## src/design/tlsr_pkg.sv

```systemverilog
// Package for the thick line span rasteriser: opcodes, field widths and the
// command and status structs shared by the controller and the datapath.
// No dependencies.
package tlsr_pkg;

  localparam int PEN_WIDTH_BITS = 8;

  localparam logic OP_LOAD = 1'b0;
  localparam logic OP_TICK = 1'b1;

  typedef struct packed {
    logic load;  // latch a new line
    logic emit;  // register a span and, unless at the end point, take one step
  } tlsr_cmd_t;

  typedef struct packed {
    logic at_end;  // walk point equals the end point
  } tlsr_sts_t;

endpackage

```

## src/design/tlsr_if.sv

```systemverilog
// Handshake channels of the rasteriser: line command in, span out.
// Depends on tlsr_pkg.
interface tlsr_cmd_if import tlsr_pkg::*; #(parameter int COORD_BITS = 12);
  logic                             valid;
  logic                             ready;
  logic                             op;
  logic signed [COORD_BITS-1:0]     start_x;
  logic signed [COORD_BITS-1:0]     start_y;
  logic signed [COORD_BITS-1:0]     end_x;
  logic signed [COORD_BITS-1:0]     end_y;
  logic                             pen_color;
  logic        [PEN_WIDTH_BITS-1:0] pen_width;

  modport source (output valid, op, start_x, start_y, end_x, end_y, pen_color, pen_width,
                  input ready);
  modport sink   (input valid, op, start_x, start_y, end_x, end_y, pen_color, pen_width,
                  output ready);
endinterface

interface tlsr_span_if import tlsr_pkg::*; #(parameter int COORD_BITS = 12);
  logic                             valid;
  logic                             ready;
  logic signed [COORD_BITS:0]       span_x;
  logic signed [COORD_BITS:0]       span_y;
  logic                             span_horizontal;
  logic        [PEN_WIDTH_BITS-1:0] span_length;
  logic                             span_color;
  logic                             last_span;

  modport source (output valid, span_x, span_y, span_horizontal, span_length, span_color,
                  last_span, input ready);
  modport sink   (input valid, span_x, span_y, span_horizontal, span_length, span_color,
                  last_span, output ready);
endinterface

```

## src/design/tlsr_ctrl.sv

```systemverilog
// Controller of the rasteriser: line active state, handshakes, output valid.
// Depends on tlsr_pkg.
module tlsr_ctrl import tlsr_pkg::*; (
  input  logic      clk,
  input  logic      rst_n,
  input  logic      in_valid,
  input  logic      in_op,
  output logic      in_ready,
  output logic      out_valid,
  input  logic      out_ready,
  input  tlsr_sts_t sts,
  output tlsr_cmd_t cmd
);

  localparam logic ST_IDLE   = 1'b0;
  localparam logic ST_ACTIVE = 1'b1;

  logic state_r, state_nxt;
  logic out_valid_r, out_valid_nxt;
  logic accept;

  assign in_ready  = !out_valid_r || out_ready;
  assign out_valid = out_valid_r;
  assign accept    = in_valid && in_ready;

  always_comb begin
    cmd.load = accept && (in_op == OP_LOAD);
    cmd.emit = accept && (in_op == OP_TICK) && (state_r == ST_ACTIVE);
  end

  always_comb begin
    state_nxt = state_r;
    case (state_r)
      ST_IDLE: begin
        if (cmd.load) state_nxt = ST_ACTIVE;
      end
      ST_ACTIVE: begin
        if (cmd.emit && sts.at_end) state_nxt = ST_IDLE;
      end
      default: state_nxt = ST_IDLE;
    endcase
  end

  // a free slot is guaranteed when emitting, since in_ready gated the accept
  assign out_valid_nxt = cmd.emit ? 1'b1 : (out_valid_r && !out_ready);

  always_ff @(posedge clk) begin
    if (!rst_n) begin
      state_r     <= ST_IDLE;
      out_valid_r <= 1'b0;
    end else begin
      state_r     <= state_nxt;
      out_valid_r <= out_valid_nxt;
    end
  end

endmodule

```

## src/design/tlsr_dp.sv

```systemverilog
// Datapath of the rasteriser: line setup, Bresenham step and span register.
// Depends on tlsr_pkg; driven by tlsr_ctrl commands.
module tlsr_dp import tlsr_pkg::*; #(
  parameter int COORD_BITS = 12
) (
  input  logic                             clk,
  input  tlsr_cmd_t                        cmd,
  output tlsr_sts_t                        sts,
  input  logic signed [COORD_BITS-1:0]     start_x,
  input  logic signed [COORD_BITS-1:0]     start_y,
  input  logic signed [COORD_BITS-1:0]     end_x,
  input  logic signed [COORD_BITS-1:0]     end_y,
  input  logic                             pen_color,
  input  logic        [PEN_WIDTH_BITS-1:0] pen_width,
  output logic signed [COORD_BITS:0]       span_x,
  output logic signed [COORD_BITS:0]       span_y,
  output logic                             span_horizontal,
  output logic        [PEN_WIDTH_BITS-1:0] span_length,
  output logic                             span_color,
  output logic                             last_span
);

  localparam int C = COORD_BITS;

  // line state
  logic signed [C-1:0]             walk_x_r, walk_y_r, target_x_r, target_y_r;
  logic        [C:0]               delta_x_r;
  logic signed [C+1:0]             neg_delta_y_r;
  logic signed [C+2:0]             error_r;
  logic                            step_x_neg_r, step_y_neg_r, steep_r, color_r;
  logic        [PEN_WIDTH_BITS-1:0] width_r;

  // setup
  logic signed [C:0]   diff_x, diff_y;
  logic        [C:0]   abs_x, abs_y;
  logic signed [C+1:0] ndy_ld;
  logic signed [C+2:0] err_ld;

  // step
  logic signed [C+3:0] e2;
  logic                mv_x, mv_y;
  logic signed [C+2:0] err_step;

  // span
  logic [PEN_WIDTH_BITS-2:0] half;
  logic signed [C:0]         wx_ext, wy_ext, half_ext;

  assign diff_x = {end_x[C-1], end_x} - {start_x[C-1], start_x};
  assign diff_y = {end_y[C-1], end_y} - {start_y[C-1], start_y};
  assign abs_x  = diff_x[C] ? -diff_x : diff_x;
  assign abs_y  = diff_y[C] ? -diff_y : diff_y;
  assign ndy_ld = -$signed({1'b0, abs_y});
  assign err_ld = $signed({2'b00, abs_x}) - $signed({2'b00, abs_y});

  // both sides signed, so the compares are two's complement
  assign e2   = {error_r, 1'b0};
  assign mv_x = e2 >= $signed({{2{neg_delta_y_r[C+1]}}, neg_delta_y_r});
  assign mv_y = e2 <= $signed({3'b000, delta_x_r});
  assign err_step = error_r
                  + (mv_x ? {neg_delta_y_r[C+1], neg_delta_y_r} : '0)
                  + (mv_y ? $signed({2'b00, delta_x_r}) : '0);

  assign sts.at_end = (walk_x_r == target_x_r) && (walk_y_r == target_y_r);

  assign half     = width_r[PEN_WIDTH_BITS-1:1];
  assign wx_ext   = {walk_x_r[C-1], walk_x_r};
  assign wy_ext   = {walk_y_r[C-1], walk_y_r};
  assign half_ext = $signed({{(C+2-PEN_WIDTH_BITS){1'b0}}, half});

  always_ff @(posedge clk) begin
    if (cmd.load) begin
      walk_x_r      <= start_x;
      walk_y_r      <= start_y;
      target_x_r    <= end_x;
      target_y_r    <= end_y;
      delta_x_r     <= abs_x;
      neg_delta_y_r <= ndy_ld;
      error_r       <= err_ld;
      step_x_neg_r  <= !(start_x < end_x);
      step_y_neg_r  <= !(start_y < end_y);
      steep_r       <= abs_y > abs_x;
      width_r       <= (pen_width == '0) ? PEN_WIDTH_BITS'(1) : pen_width;
      color_r       <= pen_color;
    end else if (cmd.emit && !sts.at_end) begin
      error_r <= err_step;
      if (mv_x) walk_x_r <= step_x_neg_r ? walk_x_r - C'(1) : walk_x_r + C'(1);
      if (mv_y) walk_y_r <= step_y_neg_r ? walk_y_r - C'(1) : walk_y_r + C'(1);
    end
  end

  // span register, written only when a span is emitted
  always_ff @(posedge clk) begin
    if (cmd.emit) begin
      span_x          <= steep_r ? wx_ext - half_ext : wx_ext;
      span_y          <= steep_r ? wy_ext : wy_ext - half_ext;
      span_horizontal <= steep_r;
      span_length     <= width_r;
      span_color      <= color_r;
      last_span       <= sts.at_end;
    end
  end

endmodule

```

## src/design/thick_line_span_rasterizer.sv

```systemverilog
// Thick line span rasteriser, top level: tlsr_ctrl and tlsr_dp joined by command/status.
// Latency: a tick's span is in the output register the cycle after it is accepted.
// Throughput: one item per cycle while the sink does not stall; a load or tick each cycle,
// and one Bresenham step per tick until the end point is reached.
// Reset (rst_n, synchronous, active low): line idle, no span pending.
module thick_line_span_rasterizer import tlsr_pkg::*; #(
  parameter int COORD_BITS = 12
) (
  input  logic          clk,
  input  logic          rst_n,
  tlsr_cmd_if.sink      in_line,
  tlsr_span_if.source   out_span
);

  tlsr_cmd_t cmd;
  tlsr_sts_t sts;

  // Controller: owns line-active state and the output valid flag.
  // in_ready drops only while a finished span waits and the sink stalls.
  tlsr_ctrl u_ctrl (
    .clk       (clk),
    .rst_n     (rst_n),
    .in_valid  (in_line.valid),
    .in_op     (in_line.op),
    .in_ready  (in_line.ready),
    .out_valid (out_span.valid),
    .out_ready (out_span.ready),
    .sts       (sts),
    .cmd       (cmd)
  );

  // Datapath: line setup on load; on a tick, registers the span at the
  // current walk point (offset by half the thickness across the major
  // axis) and then, unless at the end point, advances the error term by one step.
  tlsr_dp #(.COORD_BITS(COORD_BITS)) u_dp (
    .clk             (clk),
    .cmd             (cmd),
    .sts             (sts),
    .start_x         (in_line.start_x),
    .start_y         (in_line.start_y),
    .end_x           (in_line.end_x),
    .end_y           (in_line.end_y),
    .pen_color       (in_line.pen_color),
    .pen_width       (in_line.pen_width),
    .span_x          (out_span.span_x),
    .span_y          (out_span.span_y),
    .span_horizontal (out_span.span_horizontal),
    .span_length     (out_span.span_length),
    .span_color      (out_span.span_color),
    .last_span       (out_span.last_span)
  );

  // a load and an emit never share a cycle
  a_cmd_excl: assert property (@(posedge clk) disable iff (!rst_n)
    !(cmd.load && cmd.emit))
    else $error("load and emit together");

  // an emitted span is presented the next cycle
  a_emit_valid: assert property (@(posedge clk) disable iff (!rst_n)
    cmd.emit |=> out_span.valid)
    else $error("emitted span not presented");

  // after the end-point span the line is idle, so no further emit
  a_end_idle: assert property (@(posedge clk) disable iff (!rst_n)
    (cmd.emit && sts.at_end) |=> !cmd.emit)
    else $error("span emitted after line end");

  // the end-point span carries the last flag
  a_last_flag: assert property (@(posedge clk) disable iff (!rst_n)
    (cmd.emit && sts.at_end) |=> out_span.last_span)
    else $error("last flag missing on end span");

endmodule
```

## src/flat_wrapper.sv

```systemverilog
// flat-port wrapper written by rule: the top's interface ports become plain ports
module thick_line_span_rasterizer_flat import tlsr_pkg::*;
#(
  parameter int COORD_BITS = 12
)
  (clk, rst_n, in_line_valid, in_line_op, in_line_start_x, in_line_start_y, in_line_end_x, in_line_end_y, in_line_pen_color, in_line_pen_width, in_line_ready, out_span_valid, out_span_span_x, out_span_span_y, out_span_span_horizontal, out_span_span_length, out_span_span_color, out_span_last_span, out_span_ready);
  tlsr_cmd_if #(.COORD_BITS(COORD_BITS)) in_line_i ();
  tlsr_span_if #(.COORD_BITS(COORD_BITS)) out_span_i ();
  input  logic clk;
  input  logic rst_n;
  input wire logic [$bits(in_line_i.valid)-1:0] in_line_valid;
  input wire logic [$bits(in_line_i.op)-1:0] in_line_op;
  input wire logic [$bits(in_line_i.start_x)-1:0] in_line_start_x;
  input wire logic [$bits(in_line_i.start_y)-1:0] in_line_start_y;
  input wire logic [$bits(in_line_i.end_x)-1:0] in_line_end_x;
  input wire logic [$bits(in_line_i.end_y)-1:0] in_line_end_y;
  input wire logic [$bits(in_line_i.pen_color)-1:0] in_line_pen_color;
  input wire logic [$bits(in_line_i.pen_width)-1:0] in_line_pen_width;
  output wire logic [$bits(in_line_i.ready)-1:0] in_line_ready;
  output wire logic [$bits(out_span_i.valid)-1:0] out_span_valid;
  output wire logic [$bits(out_span_i.span_x)-1:0] out_span_span_x;
  output wire logic [$bits(out_span_i.span_y)-1:0] out_span_span_y;
  output wire logic [$bits(out_span_i.span_horizontal)-1:0] out_span_span_horizontal;
  output wire logic [$bits(out_span_i.span_length)-1:0] out_span_span_length;
  output wire logic [$bits(out_span_i.span_color)-1:0] out_span_span_color;
  output wire logic [$bits(out_span_i.last_span)-1:0] out_span_last_span;
  input wire logic [$bits(out_span_i.ready)-1:0] out_span_ready;
  assign in_line_i.valid = in_line_valid;
  assign in_line_i.op = in_line_op;
  assign in_line_i.start_x = in_line_start_x;
  assign in_line_i.start_y = in_line_start_y;
  assign in_line_i.end_x = in_line_end_x;
  assign in_line_i.end_y = in_line_end_y;
  assign in_line_i.pen_color = in_line_pen_color;
  assign in_line_i.pen_width = in_line_pen_width;
  assign in_line_ready = in_line_i.ready;
  assign out_span_valid = out_span_i.valid;
  assign out_span_span_x = out_span_i.span_x;
  assign out_span_span_y = out_span_i.span_y;
  assign out_span_span_horizontal = out_span_i.span_horizontal;
  assign out_span_span_length = out_span_i.span_length;
  assign out_span_span_color = out_span_i.span_color;
  assign out_span_last_span = out_span_i.last_span;
  assign out_span_i.ready = out_span_ready;
  thick_line_span_rasterizer #(.COORD_BITS(COORD_BITS)) u_core (.clk(clk), .rst_n(rst_n), .in_line(in_line_i), .out_span(out_span_i));
endmodule
```

## config.mk

```make
export PLATFORM = sky130hd
export DESIGN_NAME = thick_line_span_rasterizer_flat
export DESIGN_NICKNAME = d
export VERILOG_FILES = /design/src/design/tlsr_pkg.sv /design/src/design/tlsr_if.sv /design/src/design/tlsr_ctrl.sv /design/src/design/tlsr_dp.sv /design/src/design/thick_line_span_rasterizer.sv /design/src/flat_wrapper.sv
export SDC_FILE = /design/constraint.sdc
export NUM_CORES = 1
export LEC_CHECK = 0
export BUFFER_PORTS_ARGS = -buffer_cell sky130_fd_sc_hd__buf_2
export CORE_MARGIN = 8
export CORE_UTILIZATION = 40
export DETAILED_ROUTE_END_ITERATION = 10
export GPL_TIMING_DRIVEN = 0
export PLACE_DENSITY = 0.6
export SLEW_MARGIN = 20
export SYNTH_ARGS = -nofsm -noshare
export SYNTH_HDL_FRONTEND = slang
export SYNTH_SLANG_ARGS = --single-unit
```

## constraint.sdc

```tcl
create_clock -name clk -period 11.2 [get_ports clk]
set_input_delay 1.68 -clock clk [delete_from_list [all_inputs] [get_ports clk]]
set_output_delay 1.68 -clock clk [all_outputs]
set_load 0.02 [all_outputs]
```

==> results.yml <==
worst_hold_path:
  hold_class: "reg2reg"
  holdPathStages: 0
clocking:
  cts_root_buf: "clkbuf_16"
  ctsHoldBuffers: 0
  clk_latency_ns: 0.44
  cts_resized: 0
  cts_buffers: 17
  cts_buffer_depth: 2
  cts_tree: "built"
  numClockSinks: 141
  path_clk_slew_ns: 0.06
  htreeDepth: 4
  cts_setup_buffers: 0
placement:
  globalplace.congestion: 0.8843
  place_ws_ns: 4.231
  port_buffers: 100
  placedCellCount: 1572
  placed_area_mm2: 0.01209
  dp_hpwl_um: 24760
global_route:
  grt_max_degree: 35
  antenna_found_initial: 1
  grt_usage_pct: 18.21
  grt_pass1_wl_um: 46680
  overflow: 0
  grt_pass1_vias: 8340
worst_setup_path:
  cp-start-kind: "primary input"
  cp_common_cell: "a21oi_1"
  crit_path_end_kind: "flip-flop"
  cpLargestDelayFamily: "compound AO/OA/AOI/OAI gates"
  crit_buf_inv: 4
  worst-path-stages: 24
  worstPathMaxFanout: 10
  rr_worst_depth: 23
  cp.arrival_ns: 6.70
  cp_data_required_time_ns: 11.35
  cpMaxStageDelayCell: "a2111oi_0"
  crit_chain: "buf_2, inv_1, ha_1, inv_1, fa_1, a21o_1, a21oi_1, o21ai_1, a2111oi_0, o31ai_1, a21oi_1, nor2_1, mux2_2, inv_2, fa_1, nor2b_1, o21ai_0, a21boi_0, o21a_1, o21ai_0, a21oi_1, nor3_1, nor3b_1, nor2_1"
  critPathKind: "in2reg"
  crit_path_max_incr_delay_ns: 0.54
die:
  die_w_um: 182.3
  num_io_pins: 101
  start_util_pct: 40.26
  fp-row-count: 61
  core_area_mm2: 0.02748
  chipHeight_um: 182.3
  die-area_mm2: 0.03323
sta:
  layout_setup_ws_ns: 4.652
  rsz0062_at_grt: "false"
  relSlewSlack_pct: 29.77
  finalCritPeriodShare_pct: 58.47
  fin_setup_tns_ns: 0
  hold_viol: 0
  worst_pin_slew_ns: 1.045
  max_freq_ghz: 0.1527
  fin_crit_ns: 6.548
  drv_slew: 0
  finalSetupViolations: 0
  fin_skew_ns: 0.01590
  hold-worst-slack_ns: 0.4202
logic_synthesis:
  yosysTopAreaCell: "edfxtp_1"
  syn_inst: 1122
  synth.most_common_cell: "edfxtp_1"
  yosys_register_bits: 141
  ys_top_cells_by_area: "edfxtp_1 (38%), ha_1 (13%), xnor2_1 (5.8%), inv_1 (4.1%), fa_1 (3.8%)"
  syn-cell-area_mm2: 0.01106
  yosys_warnings: 0
  synthFlopType: "edfxtp_1"
  yosysSeqAreaShare_pct: 38.10
  async_reset_ff_share_pct: 0
  syn_avg_cell_area_um2: 9.859
  synth_top_cell_area_share_pct: 37.73
  synth.distinct_cells: 70
  synth_fp_nets: 1322
  synth_common_cells: "edfxtp_1 (139), inv_1 (120), ha_1 (117), nor2_1 (93), xnor2_1 (73)"
  synth_edf_count: 139
power:
  p_leak_nw: 5.382
  power_density_mw_per_mm2: 235.1
  ir_drop_uv: 146.3
  finalPower_mw: 2.986
detailed_routing:
  drc: 0
  avgRoutedWirePerCell_um: 18.81
  avgViaCountPerCell: 5.396
  first_pass_iters: 5
  vias: 8655
  postRouteAntennaNets: 0
  drt_iter0_markers: 585
  wl_um: 30170
layout:
  stdcell_count: 1604
  antenna_cells: 0
  nNetsFinal: 1445
  drive_above_1_share_pct: 13.20
  design_area_mm2: 0.01270
  synthToLayoutAreaGrowth_pct: 14.83
  fin_util_pct: 46.23
job:
  maxCapViolCount: 0
run_status:
  status: "completed"
[kinds of logic after synthesis]
| family | count (synthesis) | synth area share (%) |
|---|---|---|
| AND/OR/NAND/NOR | 322 | 14.73 |
| AO/OA/AOI/OAI | 247 | 14.74 |
| buffers and inverters | 147 | 5.079 |
| flip-flops | 141 | 38.10 |
| adder cells (fa/ha/maj) | 138 | 17.03 |
| XOR/XNOR | 116 | 9.252 |
| multiplexers | 11 | 1.075 |
[sequential cells by signal, indices dropped and copies added (netlist names), 8 cells and up]
register                   cells
u_core.u_dp.target_x_r        12
u_core.u_dp.walk_x_r          12
u_core.u_dp.delta_x_r         13
u_core.u_dp.span_y            13
u_core.u_dp.span_x            13
u_core.u_dp.target_y_r        12
u_core.u_dp.neg_delta_y_r     14
u_core.u_dp.span_length        8
u_core.u_dp.error_r           15
u_core.u_dp.walk_y_r          12
u_core.u_dp.width_r            8
[report_power, final]
group	switching (mW)	total (mW)	internal, mW
combinational	0.916	1.61	0.689
clock	0.269	0.592	0.323
sequential	0.0735	0.789	0.715
total	1.26	2.99	1.73
[worst register-to-register path, cell delays in order, from the launching register on]
cell       delay (ns)
edfxtp_1         0.46
ha_1             0.34
a21o_1           0.11
a21o_1           0.10
a21oi_1          0.07
nor2_1           0.12
a211oi_1         0.07
o21ai_0          0.23
a2111oi_0        0.17
nor3_1           0.86
clkbuf_1         0.54
nor2_1           0.14
fa_1             0.49
ha_1             0.24
fa_1             0.41
a21o_1           0.21
a21oi_1          0.22
o21bai_1         0.10
a21o_1           0.21
a21oi_1          0.28
o21ai_0          0.17
o41ai_1          0.40
xnor2_1          0.13
a21o_1           0.19
[per-layer routing]
layer	global-route usage, %	part of all wire (%)
met4	7.445	3.1
met2	27.15	42
met1	25.20	48
met3	4.017	6.4
met5	0	0.036
[cell usage in the layout (no fill, tap or decap), types with 21 or more instances in the layout]
master / n
a21o_1: 32
ha_1: 117
edfxtp_1: 139
fa_1: 21
nand2_1: 63
nand3_1: 26
a21oi_1: 65
o21ai_0: 55
xor2_1: 42
buf_2: 103
nor2_1: 92
inv_1: 120
xnor2_1: 73
[layout make-up]
cell class,instances,area [um2]
clock inverter,15,190.2
timing repair buffer,104,583.1
clock buffer,17,425.4
multi-input combinational,834,6294
inverter,122,457.9
sequential,141,4214
fill,2628,14770
tap,346,432.9
buffer,25,105.1
[final timing paths]
path,from,end,slack (ns)
worst max-delay path,in_line_end_x[0],u_core.u_dp.steep_r,4.65
worst min-delay path,u_core.u_dp.color_r,u_core.u_dp.span_color,0.42
worst min register to register,u_core.u_dp.color_r,u_core.u_dp.span_color,0.42
worst max register to register,u_core.u_dp.error_r[1],u_core.u_dp.error_r[13],4.72
Power figures use the tool's default switching activity.
